==> src/design/gcbd_pkg.sv <==
// Shared types, constants and the rounded Q30 multiply for the bearing/distance pipeline.
`default_nettype none
package gcbd_pkg;

  localparam int QW = 34;
  localparam int AW = 36;
  localparam int ZW = 34;
  localparam int SW = 63;
  localparam int ROOT_STEPS = 31;

  typedef logic signed [QW-1:0] q_t;
  typedef logic signed [AW-1:0] vec_t;
  typedef logic signed [ZW-1:0] zang_t;
  typedef logic [SW-1:0]        root_t;

  localparam q_t CORDIC_GAIN = 34'sd652032874;

  localparam logic [31:0] ATAN_TABLE [32] = '{
    32'h20000000, 32'h12E4051E, 32'h09FB385B, 32'h051111D4,
    32'h028B0D43, 32'h0145D7E1, 32'h00A2F61E, 32'h00517C55,
    32'h0028BE53, 32'h00145F2F, 32'h000A2F98, 32'h000517CC,
    32'h00028BE6, 32'h000145F3, 32'h0000A2FA, 32'h0000517D,
    32'h000028BE, 32'h0000145F, 32'h00000A30, 32'h00000518,
    32'h0000028C, 32'h00000146, 32'h000000A3, 32'h00000051,
    32'h00000029, 32'h00000014, 32'h0000000A, 32'h00000005,
    32'h00000003, 32'h00000001, 32'h00000001, 32'h00000000
  };

  // 1e-7 degree to binary angle: 2^32 / 3.6e9 = 2^22 / 3515625
  localparam logic [32:0] RECIP_E7   = 33'd5124095576;
  localparam logic [21:0] DIV_E7     = 22'd3515625;
  localparam logic [21:0] HALF_E7    = 22'd1757812;

  localparam logic [31:0] QUARTER_TURN = 32'h4000_0000;
  localparam logic [31:0] HALF_TURN    = 32'h8000_0000;
  localparam logic [31:0] TWO_PI_Q29   = 32'd3373259426;
  localparam logic [24:0] BEARING_WRAP = 25'd23592960;
  localparam logic [11:0] ZONE_RECIP   = 12'd3641;
  localparam logic [30:0] Q30_ONE      = 31'h4000_0000;
  localparam logic [25:0] RADIUS_RESET = 26'd6371000;

  function automatic q_t mulq(input q_t a, input q_t b);
    logic [QW-1:0]   ma;
    logic [QW-1:0]   mb;
    logic [2*QW-1:0] p;
    logic [2*QW-1:0] r;
    q_t              m;
    ma = a[QW-1] ? QW'(-a) : QW'(a);
    mb = b[QW-1] ? QW'(-b) : QW'(b);
    p  = ma * mb;
    r  = (p + (2*QW)'(64'd536870912)) >> 30;
    m  = q_t'(r[QW-1:0]);
    return (a[QW-1] ^ b[QW-1]) ? -m : m;
  endfunction

endpackage
`default_nettype wire

==> src/design/gcbd_to_bangle.sv <==
// Three-stage conversion of a 1e-7 degree coordinate to a 32-bit binary angle.
`default_nettype none
module gcbd_to_bangle (
  input  wire logic               clk,
  input  wire logic               en,
  input  wire logic signed [31:0] coord,
  output      logic        [31:0] ang
);

  localparam logic [23:0] D1 = 24'(gcbd_pkg::DIV_E7);
  localparam logic [23:0] D2 = D1 << 1;

  logic [31:0] mag_c;
  logic [64:0] prod;
  logic        neg1;
  logic [31:0] mag1;
  logic [31:0] q0;
  logic [53:0] num;
  logic [53:0] back;
  logic [53:0] rem_c;
  logic        neg2;
  logic [31:0] q0b;
  logic [23:0] rem;
  logic [31:0] q;

  assign mag_c = coord[31] ? 32'(-coord) : 32'(coord);
  assign prod  = mag_c * gcbd_pkg::RECIP_E7;

  assign num   = {mag1, 22'd0} + 54'(gcbd_pkg::HALF_E7);
  assign back  = q0 * gcbd_pkg::DIV_E7;
  assign rem_c = num - back;

  // quotient estimate is low by at most two
  always_comb begin
    if (rem >= D2) q = q0b + 32'd2;
    else if (rem >= D1) q = q0b + 32'd1;
    else q = q0b;
  end

  always_ff @(posedge clk) begin
    if (en) begin
      neg1 <= coord[31];
      mag1 <= mag_c;
      q0   <= prod[63:32];
      neg2 <= neg1;
      q0b  <= q0;
      rem  <= rem_c[23:0];
      ang  <= neg2 ? 32'(-q) : q;
    end
  end

endmodule
`default_nettype wire

==> config.mk <==
export PLATFORM = sky130hd
export DESIGN_NAME = gcbd_to_bangle
export DESIGN_NICKNAME = d
export VERILOG_FILES = /design/src/design/gcbd_pkg.sv /design/src/design/gcbd_to_bangle.sv
export SDC_FILE = /design/constraint.sdc
export NUM_CORES = 2
export LEC_CHECK = 0
export BUFFER_PORTS_ARGS = -buffer_cell sky130_fd_sc_hd__buf_4
export CAP_MARGIN = 20
export CELL_PAD_IN_SITES_DETAIL_PLACEMENT = 0
export CELL_PAD_IN_SITES_GLOBAL_PLACEMENT = 1
export CORE_ASPECT_RATIO = 0.6
export CORE_MARGIN = 5
export CORE_UTILIZATION = 45
export CTS_CLUSTER_SIZE = 24
export DETAILED_ROUTE_END_ITERATION = 12
export PLACE_DENSITY_LB_ADDON = 0.08
export SLEW_MARGIN = 25
export SYNTH_ARGS = -nofsm -noshare
export SYNTH_HDL_FRONTEND = slang
export SYNTH_SLANG_ARGS = --single-unit
==> constraint.sdc <==
create_clock -name clk -period 15.9 [get_ports clk]
set_input_delay 3.18 -clock clk [delete_from_list [all_inputs] [get_ports clk]]
set_output_delay 3.18 -clock clk [all_outputs]
set_load 0.02 [all_outputs]
==> flow_summary.ini <==
[worst_setup_path]
cp_max_fo = 7
worstPathRequired_ns = 16.08
r2r_cells = 17
worst_r2r_endpoint = rem[22]
crit_family = adder cells
worstPathArrival_ns = 13.85
start_kind = primary input
slowest_stage = xor2_1
worst_setup_path_end_kind = register
r2r_slack_ns = 9.41
path_common_cell = inv_1
cp_num_buf_inv = 12
reg2reg_from = q0[1]
path_class = in2reg
cpPeakStageDelay_ns = 0.77

[logic_synthesis]
synth_fa_ha_area_frac = 0.567
syn_avg_cell_area_um2 = 10.1
syn-cell-area_mm2 = 0.0283
synth_ff_type = edfxtp_1
synth_seq_area_share = 0.130
yosysWarnings = 0
synth-xor-area-share = 0.0596
synth_cells = 2803
synth.area.mux_share = 0.00327
synth_edf_count = 123
syn_nets = 3821
synth-seq-cells = 123
synth_top_family_by_area = adder cells
yosys.area_share.simple = 0.0526
synth-compound-area-share = 0.0626
ys_async_sr_fraction = 0
yosysUniqueCellTypes = 69

[clocking]
clk_path_buf_depth = 2
insertion_delay_ns = 0.44
cts_buffers = 17
cts_tree = yes
clk_pin_slew_ns = 0.06
postCtsSetupBuffers = 0
cts_root_buffer = clkbuf_16
htree_levels = 4
cts_hold_buf = 0
cts.sinks = 123
cts_resized = 0

[die]
dieHeight_um = 204
initial_utilization = 0.453
dieArea_mm2 = 0.0683
core_area_mm2 = 0.0625
die_x_um = 334
rows = 71
ios = 66

[timing]
fin_crit_ns = 13.67
setup_viol = 0
hold_viol = 0
clock_skew_ns = 0.0176
rsz0062_at_grt = no
tns_ns = 0
slew_headroom = 0.230
tightestPinTransition_ns = 1.15
finalCritPeriodShare = 0.860
report.final.slew_viol_count = 0
max_freq_ghz = 0.0732

[placement]
portBuffers = 65
place_congestion = 1.04
dpl.hpwl_mm = 79.6

[global_route]
grt_use_total = 0.260
grt-ovfl-total = 0
antenna_found_initial = 0
grt_first_pass_wirelength_mm = 129
grt_pass1_vias = 19500
grt_max_degree = 75

[routing]
wl_per_cell_um = 23.4
drc = 0
viasPerCell = 5.20
dr.pass1.iters = 5
finalWirelength_mm = 87.9
num_vias = 19500
drt_iter0_drc = 1867
antenna_left = 0

[min_path]
hold_path_end = neg2
min_delay_path_depth = 0
hp-class = reg2reg
min_from = neg1

[final_layout]
syn_to_final_growth_pct = 8.21
n_fill_cell = 5935
layout-drive-gt1-share = 0.0538
nets = 3922

[run_status]
status = finished clean

[job]
drv_cap = 0
sequential cells by signal, summed over array words and instances (netlist names):
signal	count
neg1	1
ang	32
rem	23
neg2	1
q0	32
q0b	32
mag1	2
worst max path at each step:
stage / start / to / slack [ns] / cells after the start
finish: coord[4] / q0[24] / 2.23 / 37
global route: coord[4] / q0[20] / 1.72 / 38
global placement: coord[4] / q0[24] / 2.05 / 38
floorplan: coord[4] / q0[24] / 3.44 / 36
detailed placement: coord[4] / q0[24] / 2.09 / 38
CTS: coord[4] / q0[24] / 2.54 / 38
cells by family (layout without fill, tap and decap cells):
group                    Yosys count  count (layout)
AND/OR/NAND/NOR                  294             294
AO/OA/AOI/OAI                    262             262
multiplexers                       9               9
adder cells (fa/ha/maj)          984             984
flip-flops                       123             123
XOR/XNOR                         193             193
buffers and inverters            938            1052
other                              0               1
synth_stat cells (all sizes together), types with 9 or more instances:
cell / instances / share of area
nor2: 63 / 0.0083
a21o: 25 / 0.0066
o31ai: 21 / 0.0060
nand4: 19 / 0.0042
nand3: 36 / 0.0064
nor3: 22 / 0.0039
a211oi: 10 / 0.0028
xnor2: 138 / 0.043
nand2b: 9 / 0.0020
inv: 917 / 0.12
a31oi: 9 / 0.0020
o21a: 9 / 0.0024
edfxtp: 123 / 0.13
nor4: 10 / 0.0022
and3: 10 / 0.0022
nor2b: 10 / 0.0022
fa: 501 / 0.35
a21oi: 67 / 0.012
xor2: 55 / 0.017
ha: 483 / 0.21
or3: 12 / 0.0026
o21ai: 57 / 0.010
clkbuf: 16 / 0.0021
nand2: 71 / 0.0094
layout by cell type (no fill, tap or decap), drive strengths merged, types with 22 or more instances in the layout:
master and n:
a21o 25, inv 920, nor3 22, nor2 63, xor2 55, buf 102, ha 483, a21oi 67
nand3 36, xnor2 138, edfxtp 123, fa 501, nand2 71, o21ai 57
metal layers:
metal  share of wire  track usage  vias to the layer above
met1            0.53        0.450                     9873
met5               0            0                        -
met2            0.33        0.291                      731
met4          0.0043       0.0190                        0
met3            0.13        0.113                       28
li1                -            -                     8903
per-stage QoR:
stage / instance area, um^2 / cells / setup WS [ns] / util / hold slack (ns)
floorplan: 28300 / 2803 / 3.44 / - / 0.400
global placement: 30100 / 3724 / 2.05 / 0.481 / 0.402
detailed placement: 30100 / 3724 / 2.09 / 0.481 / 0.406
CTS: 30700 / 3756 / 2.54 / 0.490 / 0.421
global route: 30700 / 3756 / 1.72 / 0.490 / 0.426
finish: 30700 / 3757 / 2.23 / 0.490 / 0.422
final cells by class:
| class | instances | area [um^2] | area share |
|---|---|---|---|
| multi-input combinational | 1742 | 21100 | 0.689 |
| sequential | 123 | 3690 | 0.120 |
| clock inverter | 15 | 148 | 0.00481 |
| timing repair buffer | 102 | 766 | 0.0250 |
| inverter | 918 | 3450 | 0.112 |
| antenna | 1 | 2.50 | 0.0000816 |
| tap | 839 | 1050 | 0.0342 |
| clock buffer | 17 | 425 | 0.0139 |
Power is left out: the tool's default activity adds up to more than one toggle a clock period on the data nets, which glitch-free logic cannot reach.
