==> src/design/gcbd_pkg.sv <==
// Shared types, constants and the rounded Q30 multiply for the bearing/distance pipeline.
`default_nettype none
package gcbd_pkg;

  localparam int QW = 34;
  localparam int AW = 36;
  localparam int ZW = 34;
  localparam int SW = 63;
  localparam int ROOT_STEPS = 31;

  typedef logic signed [QW-1:0] q_t;
  typedef logic signed [AW-1:0] vec_t;
  typedef logic signed [ZW-1:0] zang_t;
  typedef logic [SW-1:0]        root_t;

  localparam q_t CORDIC_GAIN = 34'sd652032874;

  localparam logic [31:0] ATAN_TABLE [32] = '{
    32'h20000000, 32'h12E4051E, 32'h09FB385B, 32'h051111D4,
    32'h028B0D43, 32'h0145D7E1, 32'h00A2F61E, 32'h00517C55,
    32'h0028BE53, 32'h00145F2F, 32'h000A2F98, 32'h000517CC,
    32'h00028BE6, 32'h000145F3, 32'h0000A2FA, 32'h0000517D,
    32'h000028BE, 32'h0000145F, 32'h00000A30, 32'h00000518,
    32'h0000028C, 32'h00000146, 32'h000000A3, 32'h00000051,
    32'h00000029, 32'h00000014, 32'h0000000A, 32'h00000005,
    32'h00000003, 32'h00000001, 32'h00000001, 32'h00000000
  };

  // 1e-7 degree to binary angle: 2^32 / 3.6e9 = 2^22 / 3515625
  localparam logic [32:0] RECIP_E7   = 33'd5124095576;
  localparam logic [21:0] DIV_E7     = 22'd3515625;
  localparam logic [21:0] HALF_E7    = 22'd1757812;

  localparam logic [31:0] QUARTER_TURN = 32'h4000_0000;
  localparam logic [31:0] HALF_TURN    = 32'h8000_0000;
  localparam logic [31:0] TWO_PI_Q29   = 32'd3373259426;
  localparam logic [24:0] BEARING_WRAP = 25'd23592960;
  localparam logic [11:0] ZONE_RECIP   = 12'd3641;
  localparam logic [30:0] Q30_ONE      = 31'h4000_0000;
  localparam logic [25:0] RADIUS_RESET = 26'd6371000;

  function automatic q_t mulq(input q_t a, input q_t b);
    logic [QW-1:0]   ma;
    logic [QW-1:0]   mb;
    logic [2*QW-1:0] p;
    logic [2*QW-1:0] r;
    q_t              m;
    ma = a[QW-1] ? QW'(-a) : QW'(a);
    mb = b[QW-1] ? QW'(-b) : QW'(b);
    p  = ma * mb;
    r  = (p + (2*QW)'(64'd536870912)) >> 30;
    m  = q_t'(r[QW-1:0]);
    return (a[QW-1] ^ b[QW-1]) ? -m : m;
  endfunction

endpackage
`default_nettype wire

==> src/design/gcbd_root_cell.sv <==
// One step of the digit-by-digit integer square root.
`default_nettype none
module gcbd_root_cell #(
  parameter int K = 0
) (
  input  wire logic            clk,
  input  wire logic            en,
  input  wire gcbd_pkg::root_t v_in,
  input  wire gcbd_pkg::root_t r_in,
  output      gcbd_pkg::root_t v_out,
  output      gcbd_pkg::root_t r_out
);

  localparam gcbd_pkg::root_t BIT = gcbd_pkg::root_t'(1) << (2 * K);

  gcbd_pkg::root_t trial;

  assign trial = r_in + BIT;

  always_ff @(posedge clk) begin
    if (en) begin
      if (v_in >= trial) begin
        v_out <= v_in - trial;
        r_out <= (r_in >> 1) + BIT;
      end else begin
        v_out <= v_in;
        r_out <= r_in >> 1;
      end
    end
  end

endmodule
`default_nettype wire

==> config.mk <==
export PLATFORM = sky130hd
export DESIGN_NAME = gcbd_root_cell
export DESIGN_NICKNAME = d
export VERILOG_FILES = /design/src/design/gcbd_pkg.sv /design/src/design/gcbd_root_cell.sv
export SDC_FILE = /design/constraint.sdc
export NUM_CORES = 1
export LEC_CHECK = 0
export ABC_AREA = 0
export BUFFER_PORTS_ARGS = -buffer_cell sky130_fd_sc_hd__clkbuf_2
export CAP_MARGIN = 20
export CORE_UTILIZATION = 45
export CTS_BUF_LIST = sky130_fd_sc_hd__clkbuf_4
export DETAILED_ROUTE_END_ITERATION = 16
export GPL_ROUTABILITY_DRIVEN = 0
export PLACE_DENSITY = 0.69
export SLEW_MARGIN = 20
export SYNTH_ARGS = -nofsm -noshare
export SYNTH_HDL_FRONTEND = slang
export SYNTH_SLANG_ARGS = --single-unit
==> constraint.sdc <==
create_clock -name clk -period 7.1 [get_ports clk]
set_clock_uncertainty 0.15 [all_clocks]
set_input_delay 1.42 -clock clk [delete_from_list [all_inputs] [get_ports clk]]
set_output_delay 1.42 -clock clk [all_outputs]
set_load 0.05 [all_outputs]
==> impl_metrics.py, run 1 <==
metrics = {
    "sta": {
        "drv_slew": 0,
        "clock.fmax_mhz": 162,
        "period_share_pct": 86.9,
        "min_period_ns": 6.17,
        "tightest_slew_ns": 1.05,
        "whs_ns": 0.977,
        "setup_viol": 0,
        "maxSlewHeadroom_pct": 30.2,
        "hold_viol": 0,
        "fin_setup_tns_ns": 0,
        "rsz0062_at_grt": "false",
        "finalWorstSetupSlack_ns": 0.932,
    },
    "floorplanning": {
        "core-area_sq_um": 23700,
        "die_area_sq_um": 25000,
        "die_x_microns": 158,
        "boundaryPins": 254,
        "start_util_pct": 46.2,
        "die_y_microns": 158,
        "rows": 56,
    },
    "synthesis": {
        "synthCells": 1257,
        "synth_top_family_by_area": "simple AND/OR/NAND/NOR gates",
        "synth-main-ff-cell": "edfxtp_1",
        "synth_area_per_cell_sq_um": 8.71,
        "synth_compound_area_share_pct": 17.0,
        "syn_nets": 1451,
        "synth.area.mux_share_pct": 0,
        "ys_warn_count": 0,
        "synth_seq_cells": 126,
        "ys_types": 80,
        "ys_seq_area_share_pct": 34.5,
        "netlist_area_sq_um": 11000,
        "synth-xor-area-share_pct": 14.3,
        "synth_edf_count": 126,
        "synthAdderAreaFrac_pct": 7.61,
        "synth-simple-area-share_pct": 22.4,
        "synthArstFlopShare_pct": 0,
    },
    "cells_and_area": {
        "multi_input_area_sq_um": 6730,
        "final_common_cell": "clkbuf_2",
        "final_cell_mix": "clkbuf_2 (252), nand2_1 (144), nor2_1 (127)",
        "drive_gt1_share_pct": 22.6,
        "syn2layout_area_growth_pct": 17.9,
        "stdcell_count": 1827,
        "final_nets": 1687,
        "fill_cells": 2224,
        "seq_area_sq_um": 3780,
    },
    "clock_tree": {
        "clockRootBuffer": "clkbuf_4",
        "cts_buffers": 17,
        "cts_tree": "done",
        "cts_resized": 0,
        "clkTransAtPathRegs_ns": 0.15,
        "holdBufCountCts": 0,
        "clkSinkCount": 126,
        "post_cts_buffers": 0,
        "htree_levels": 4,
        "clock_path_buffers": 2,
    },
    "detailed_routing": {
        "dr.pass1.iters": 8,
        "ant_nets": 0,
        "vias": 10987,
        "drc_errors": 0,
        "post_drt_wl_per_cell_microns": 20.6,
        "drt_iter0_markers": 1087,
        "finalWirelength_microns": 37500,
        "via_per_inst": 6.01,
    },
    "global_routing": {
        "grt_pass1_wl_microns": 56400,
        "grt_antenna_before_repair": 3,
        "track_usage_pct": 30.3,
        "grt_overflow_total": 0,
        "grt_max_degree": 79,
        "grt_pass1_vias": 10083,
    },
    "place": {
        "place_hpwl_microns": 29700,
        "dp_cells": 1793,
        "dp_slack_ns": 0.460,
        "port_buffers": 253,
    },
    "worst_hold_path": {
        "min_path_type": "in2reg",
        "holdPathStages": 3,
        "min_from": "v_in[60]",
        "min_to": "v_out[60]$_DFFE_PP_",
    },
    "run_status": {
        "outcome": "completed",
    },
    "power_and_ir_drop": {
        "ir_drop_mv": 0.106,
        "power_density_nw_per_um2": 210,
        "p_total_mw": 2.71,
        "p_leak_nw": 5.29,
    },
    "critical_path": {
        "critPathCaptureType": "flip-flop",
        "crit_type": "in2reg",
        "critPathMaxFanout": 25,
        "required_ns": 7.29,
        "arrival_ns": 6.36,
        "cp-start-kind": "primary input",
    },
    "run": {
        "drv_cap": 0,
    },
}
layout make-up:
class	instances	area share, %
timing repair buffer	284	11.8
inverter	24	0.697
tap	319	3.09
antenna	2	0.0387
clock buffer	17	0.988
multi-input combinational	1040	52.1
sequential	126	29.3
clock inverter	15	1.98
synth_stat cells (9+ instances only):
| cell | instances | share of area [%] |
|---|---|---|
| xor2_1 | 98 | 7.8 |
| nor3_1 | 32 | 1.5 |
| clkbuf_1 | 38 | 1.3 |
| buf_2 | 19 | 0.87 |
| a21oi_1 | 113 | 5.2 |
| and4_1 | 13 | 1.0 |
| nand2_1 | 144 | 4.9 |
| and3_1 | 23 | 1.3 |
| o31ai_1 | 11 | 0.75 |
| nand4_1 | 47 | 2.7 |
| o21bai_1 | 18 | 1.2 |
| xnor2_1 | 81 | 6.5 |
| edfxtp_1 | 126 | 35 |
| ha_1 | 65 | 7.4 |
| nor2_1 | 127 | 4.4 |
| nand3_1 | 55 | 2.5 |
| nand2b_1 | 9 | 0.51 |
| inv_1 | 24 | 0.82 |
| a21o_1 | 32 | 2.2 |
| o21ai_0 | 53 | 2.4 |
| nor4_1 | 11 | 0.63 |
| a31oi_1 | 11 | 0.63 |
cell families (layout without fill, tap and decap cells):
group           count (synthesis)  in the layout
fa+ha+maj                      66             66
buf+inv                        91            340
other cells                     0              2
compound gates                297            297
simple gates                  498            498
xor+xnor                      179            179
flops                         126            126
where the power goes:
part           internal (mW)  switching (mW)  leakage (nW)
clock network          0.356           0.342         0.190
logic                  0.300           0.753          3.87
registers              0.927          0.0290          1.23
how the worst max path moves through the flow:
stage | startpoint | to | slack (ns) | depth (start not counted)
after detailed placement | r_in[2] | r_out[60]$_DFFE_PP_ | 0.46 | 21
after global routing | r_in[2] | r_out[56]$_DFFE_PP_ | 0.55 | 20
after CTS | r_in[2] | r_out[60]$_DFFE_PP_ | 1.09 | 21
final | r_in[2] | r_out[56]$_DFFE_PP_ | 0.93 | 20
after global placement | r_in[2] | r_out[56]$_DFFE_PP_ | 0.61 | 20
after floorplan | r_in[3] | r_out[28]$_DFFE_PP_ | 1.05 | 23
critical path: stages:
cell      delay (ns)
clkbuf_2        0.15
ha_1            0.22
nand3_1         0.22
nor3_1          0.28
and3_1          0.21
and2_1          0.17
and4_1          0.37
and4_1          0.25
nand2_1         0.07
xor2_1          0.17
ha_1            0.47
nand3_1         0.11
nor2_1          0.21
nand3_1         0.13
or2_1           0.35
o31ai_1         0.35
or3_1           0.25
o21bai_4        0.24
nor3b_1         0.56
xor2_1          0.15
stage by stage:
stage          util (%)  instance area (sq um)
3_5_place_dp       52.9                  12500
3_3_place_gp       52.9                  12500
6_report           54.5                  12900
2_1_floorplan         -                  11000
5_1_grt            54.5                  12900
4_1_cts            54.5                  12900
per-layer routing:
| layer | routed length (microns) | track usage (%) | vias up | part of all wire (%) |
|---|---|---|---|---|
| met5 | 13 | 0 | - | 0.035 |
| met4 | 1680 | 14.8 | 2 | 4.5 |
| met3 | 3870 | 5.89 | 109 | 10 |
| met2 | 16300 | 45.6 | 691 | 44 |
| met1 | 15600 | 41.5 | 5105 | 42 |
| li1 | - | - | 5080 | - |
registers in the layout, indices dropped and copies added, names as in the netlist:
name and count:
r_out 63, v_out 63
No activity file was read; power rests on OpenSTA's default activity.
==> run 2, diff against run 1 <==
--- a/config.mk
+++ b/config.mk
@@ -12,7 +12,8 @@
 export CTS_BUF_LIST = sky130_fd_sc_hd__clkbuf_4
 export DETAILED_ROUTE_END_ITERATION = 16
 export GPL_ROUTABILITY_DRIVEN = 0
-export PLACE_DENSITY = 0.69
+export HOLD_SLACK_MARGIN = 0.06
+export PLACE_DENSITY = 0.78
 export SLEW_MARGIN = 20
 export SYNTH_ARGS = -nofsm -noshare
 export SYNTH_HDL_FRONTEND = slang
==> run 2 against run 1 <==
- cell count down 0.93%
- critical path depth increased by 1
- first-iteration DRC count is 4.9% higher
- non-clock buffer count fell by 18
- die area is the same
- largest power group unchanged
==> impl_metrics.py, run 2 (synthesis gave the netlist of run 1 again) <==
metrics = {
    "worst_hold_path": {
        "holdPathStages": 3,
        "min_from": "v_in[3]",
        "min_path_type": "in2reg",
        "min_to": "v_out[3]$_DFFE_PP_",
    },
    "clock_tree": {
        "cts_resized": 0,
        "cts_tree": "done",
        "htree_levels": 4,
        "clock_path_buffers": 2,
        "cts_buffers": 17,
        "holdBufCountCts": 0,
        "clockRootBuffer": "clkbuf_4",
        "clkSinkCount": 126,
        "clkTransAtPathRegs_ns": 0.12,
        "post_cts_buffers": 0,
    },
    "cells_and_area": {
        "final_cell_mix": "clkbuf_2 (252), nand2_1 (144), nor2_1 (127)",
        "fill_cells": 2221,
        "fin_util_pct": 53.6,
        "postLayoutCellArea_sq_um": 12700,
        "final_common_cell": "clkbuf_2",
        "drive_gt1_share_pct": 21.4,
        "reg_top3": "r_out x63, v_out x63",
        "final_nets": 1669,
        "syn2layout_area_growth_pct": 16.0,
    },
    "sta": {
        "drv_slew": 0,
        "rsz0062_at_grt": "false",
        "clock.fmax_mhz": 159,
        "hold_viol": 0,
        "period_share_pct": 88.7,
        "min_period_ns": 6.29,
        "finalWorstSetupSlack_ns": 0.805,
        "tightest_slew_ns": 0.986,
        "fin_setup_tns_ns": 0,
        "maxSlewHeadroom_pct": 34.2,
        "setup_viol": 0,
    },
    "global_routing": {
        "grt_pass1_vias": 10018,
        "track_usage_pct": 29.3,
        "grt_pass1_wl_microns": 54800,
        "grt_overflow_total": 0,
        "grt_antenna_before_repair": 3,
        "grt_max_degree": 73,
    },
    "place": {
        "port_buffers": 253,
        "dp_slack_ns": 0.334,
        "dpl_cell_area_sq_um": 12400,
        "place_hpwl_microns": 28800,
    },
    "floorplanning": {
        "boundaryPins": 254,
        "die_area_sq_um": 25000,
        "die_x_microns": 158,
        "rows": 56,
        "start_util_pct": 46.2,
        "core-area_sq_um": 23700,
        "die_y_microns": 158,
    },
    "critical_path": {
        "crit_type": "in2reg",
        "path_delay_family": "simple AND/OR/NAND/NOR gates",
        "cp-start-kind": "primary input",
        "cp_slowest_cell": "nor3_1",
        "crit_chain": "clkbuf_2 > ha_1 > nand3_1 > nor3_1 > and3_1 > and2_1 > and4_1 > and4_1 > nand2_1 > xor2_1 > ha_1 > nand3_1 > nor2_1 > nand3_1 > or2_1 > o31ai_1 > or3_1 > o21ba_4 > buf_12 > nand4_1 > xnor2_1",
        "critPathCaptureType": "flip-flop",
        "critPathBufInv": 2,
        "slowest_delay_ns": 0.53,
        "crit_path_frequent_cell": "nand3_1",
        "arrival_ns": 6.50,
        "required_ns": 7.31,
        "critPathMaxFanout": 38,
    },
    "detailed_routing": {
        "via_per_inst": 6.08,
        "ant_nets": 0,
        "drt_iter0_markers": 1140,
        "vias": 11000,
        "dr.pass1.iters": 6,
        "post_drt_wl_per_cell_microns": 20.3,
        "drc_errors": 0,
        "finalWirelength_microns": 36700,
    },
    "power_and_ir_drop": {
        "p_leak_nw": 5.17,
        "p_comb_share_pct": 40.9,
        "power.internal_mw": 1.46,
        "pwr-share-clk_pct": 21.5,
        "ir_drop_mv": 0.109,
        "power_density_nw_per_um2": 201,
        "p_switching_mw": 1.09,
        "switching_share_pct": 42.7,
        "seqPwrFrac_pct": 37.6,
    },
    "run": {
        "drv_cap": 0,
    },
    "run_status": {
        "outcome": "completed",
    },
}
==> run 2: cell count changes in the layout (fill, tap and decap cells not counted) <==
| cell | before | now |
|---|---|---|
| clkbuf_4 | 17 | 18 |
| diode_2 | 2 | 3 |
| clkinv_2 | 0 | 5 |
| buf_4 | 30 | 11 |
| clkinvlp_4 | 3 | 2 |
| bufinv_16 | 6 | 3 |
| clkinv_1 | 0 | 3 |
| buf_12 | 2 | 3 |
| inv_6 | 5 | 0 |
==> run 2: cell type report <==
type                    count  area, sq um  area share [%]
diodes                      3         7.51          0.0591
clock buffers              18          135            1.06
clock inverters            14          150            1.18
inverters                  24         90.1           0.709
multi-input cells        1040         6730            53.0
flip-flops and latches    126         3780            29.8
well taps                 319          399            3.14
repair buffers            266         1400            11.1
==> run 2: per-layer routing <==
metal	routed length [microns]	global-route usage, %	share of wire (%)	vias to the layer above
met2	15300	42.5	42	807
met3	4490	7.83	12	171
met4	2320	18.8	6.3	0
li1	-	-	-	5036
met5	0	0	0	-
met1	14500	38.4	40	4986
==> run 2: power by group through the flow <==
| stage | registers, mW | clock network, mW | logic, mW |
|---|---|---|---|
| 3_5_place_dp | 0.974 | 0 | 1.03 |
| 4_1_cts | 0.958 | 0.550 | 1.03 |
| 3_3_place_gp | 0.977 | 0 | 1.01 |
| 5_1_grt | 0.965 | 0.578 | 1.11 |
| 6_report | 0.958 | 0.549 | 1.04 |
| 2_1_floorplan | 1.27 | 0 | 0.447 |
==> run 2: worst max path at each step <==
| stage | start | to | slack, ns | cells after the start |
|---|---|---|---|---|
| final | r_in[2] | r_out[17]$_DFFE_PP_ | 0.81 | 21 |
| after CTS | r_in[2] | r_out[12]$_DFFE_PP_ | 0.95 | 21 |
| after floorplan | r_in[3] | r_out[28]$_DFFE_PP_ | 1.05 | 23 |
| after global placement | r_in[35] | r_out[12]$_DFFE_PP_ | 0.55 | 20 |
| after detailed placement | r_in[2] | r_out[14]$_DFFE_PP_ | 0.33 | 21 |
| after global routing | r_in[2] | r_out[12]$_DFFE_PP_ | 0.52 | 21 |
==> run 2: stage by stage <==
step / power [mW] / instances / hold WS (ns)
floorplan: 1.71 / 1257 / 1.38
global placement: 1.99 / 1775 / 1.57
global route: 2.65 / 1809 / 0.965
CTS: 2.54 / 1807 / 0.945
detailed placement: 2.00 / 1775 / 1.57
finish: 2.55 / 1810 / 0.961
==> run 3, diff against run 2 <==
--- a/config.mk
+++ b/config.mk
@@ -6,14 +6,14 @@
 export NUM_CORES = 1
 export LEC_CHECK = 0
 export ABC_AREA = 0
-export BUFFER_PORTS_ARGS = -buffer_cell sky130_fd_sc_hd__clkbuf_2
 export CAP_MARGIN = 20
 export CORE_UTILIZATION = 45
 export CTS_BUF_LIST = sky130_fd_sc_hd__clkbuf_4
 export DETAILED_ROUTE_END_ITERATION = 16
+export DONT_BUFFER_PORTS = 1
 export GPL_ROUTABILITY_DRIVEN = 0
 export HOLD_SLACK_MARGIN = 0.06
-export PLACE_DENSITY = 0.78
+export PLACE_DENSITY = 0.69
 export SLEW_MARGIN = 20
 export SYNTH_ARGS = -nofsm -noshare
 export SYNTH_HDL_FRONTEND = slang
==> run 3 against run 2 <==
- fmax hardly changed
- critical path depth is 1 lower
- power is 8.1% lower
- global-route usage is 0.52 points lower
- clock-buffer cell count is 2 higher
- core utilization is 5.4 points lower
- non-clock buffer count is 246 lower
- clock power is 7.8% lower
- sequential power is 33% higher
- first-iteration DRC count is 15% lower
==> impl_metrics.py, run 3 (synthesis gave the netlist of run 1 again) <==
metrics = {
    "floorplanning": {
        "boundaryPins": 254,
        "rows": 56,
        "start_util_pct": 46.2,
        "die_x_microns": 158,
        "core-area_sq_um": 23700,
        "die_y_microns": 158,
        "die_area_sq_um": 25000,
    },
    "clock_tree": {
        "cts_buffers": 17,
        "holdBufCountCts": 0,
        "clkSinkCount": 126,
        "cts_tree": "done",
        "cts_resized": 0,
        "htree_levels": 4,
        "clkTransAtPathRegs_ns": 0.12,
        "clockRootBuffer": "clkbuf_4",
        "clock_path_buffers": 2,
        "post_cts_buffers": 0,
    },
    "power_and_ir_drop": {
        "p_comb_share_pct": 24.4,
        "p_switching_uw": 982,
        "switching_share_pct": 41.9,
        "pwr-share-clk_pct": 21.5,
        "power_density_nw_per_um2": 205,
        "power.internal_mw": 1.36,
        "ir_drop_mv": 0.0902,
        "p_leak_nw": 4.14,
        "seqPwrFrac_pct": 54.0,
    },
    "global_routing": {
        "grt_max_degree": 127,
        "grt_pass1_vias": 8953,
        "grt_antenna_before_repair": 1,
        "track_usage_pct": 28.8,
        "grt_overflow_total": 0,
        "grt_pass1_wl_microns": 53200,
    },
    "cells_and_area": {
        "stdcell_count": 1560,
        "final_cell_mix": "nand2_1 (144), nor2_1 (127), edfxtp_1 (126)",
        "reg_top3": "r_out x63, v_out x63",
        "fill_cells": 2355,
        "syn2layout_area_growth_pct": 4.36,
        "postLayoutCellArea_sq_um": 11400,
        "final_nets": 1423,
        "drive_gt1_share_pct": 5.73,
        "final_common_cell": "nand2_1",
    },
    "critical_path": {
        "cp-start-kind": "primary input",
        "slowest_delay_ns": 0.80,
        "crit_chain": "ha_1 > nand3_1 > nor3_1 > and3_1 > and2_1 > and4_1 > and4_1 > nand2_1 > xor2_1 > ha_1 > nand2_1 > o21ai_0 > a21oi_1 > o21bai_1 > a221oi_1 > o22ai_2 > o21bai_4 > buf_4 > nor2_1 > xor2_1",
        "arrival_ns": 6.48,
        "crit_type": "in2reg",
        "required_ns": 7.29,
        "critPathCaptureType": "flip-flop",
        "critPathMaxFanout": 36,
        "cp_slowest_cell": "o21bai_4",
    },
    "place": {
        "dp_cells": 1529,
        "dpl_cell_area_sq_um": 11200,
        "dp_slack_ns": 0.348,
        "place_hpwl_microns": 28300,
        "port_buffers": 0,
    },
    "sta": {
        "maxSlewHeadroom_pct": 35.6,
        "rsz0062_at_grt": "false",
        "fin_setup_tns_ns": 0,
        "min_period_ns": 6.29,
        "whs_ns": 0.816,
        "finalWorstSetupSlack_ns": 0.810,
        "drv_slew": 0,
        "period_share_pct": 88.6,
        "tightest_slew_ns": 0.963,
        "setup_viol": 0,
        "clock.fmax_mhz": 159,
        "hold_viol": 0,
    },
    "run_status": {
        "outcome": "completed",
    },
    "detailed_routing": {
        "drc_errors": 0,
        "ant_nets": 0,
        "vias": 9762,
        "drt_iter0_markers": 974,
        "post_drt_wl_per_cell_microns": 23.1,
        "via_per_inst": 6.26,
        "finalWirelength_microns": 36000,
        "dr.pass1.iters": 6,
    },
    "run": {
        "drv_cap": 0,
    },
    "worst_hold_path": {
        "min_path_type": "in2reg",
    },
}
## run 3: power groups by stage
| stage | combinational [mW] | sequential, mW | clock, mW |
|---|---|---|---|
| global route | 0.630 | 1.28 | 0.536 |
| CTS | 0.562 | 1.27 | 0.510 |
| detailed placement | 0.558 | 1.28 | 0 |
| global placement | 0.553 | 1.29 | 0 |
| finish | 0.573 | 1.27 | 0.506 |
| floorplan | 0.447 | 1.27 | 0 |
## run 3: critical path: cells and delay by family
family / cells / cell delay [ns]
and+or+nand+nor: 9 / 2.07
AOI/OAI and AO/OA: 6 / 1.74
adders and majority gates: 2 / 0.57
buffers and inverters: 1 / 0.36
xor gates and xnor gates: 2 / 0.28
## run 3: per-stage QoR
stage | util, % | total power, mW
after floorplan | - | 1.71
after global placement | 47.2 | 1.84
after detailed placement | 47.2 | 1.84
after CTS | 48.3 | 2.34
after global routing | 48.3 | 2.44
final | 48.3 | 2.35
## run 3: path summary, 6_finish.rpt
kind / startpoint / end / depth (start not counted)
worst max-delay path: r_in[1] / r_out[11]$_DFFE_PP_ / 20
worst min-delay path: en / r_out[4]$_DFFE_PP_ / 0
## run 3: final cells by class
cell class,instances,area [sq um],share of cell area (%)
clock inverter,10,98.8,0.865
clock buffer,20,150,1.31
timing repair buffer,20,175,1.53
multi-input combinational,1040,6730,58.9
tap,319,399,3.49
sequential,126,3780,33.1
antenna,1,2.50,0.0219
inverter,24,90.1,0.788
## run 3: metal layers
metal	vias to the layer above	part of all wire (%)	track usage (%)
li1	4550	-	-
met1	4514	40	37.8
met2	609	44	43.8
met3	89	13	9.58
met4	0	3.6	10.8
met5	-	0	0
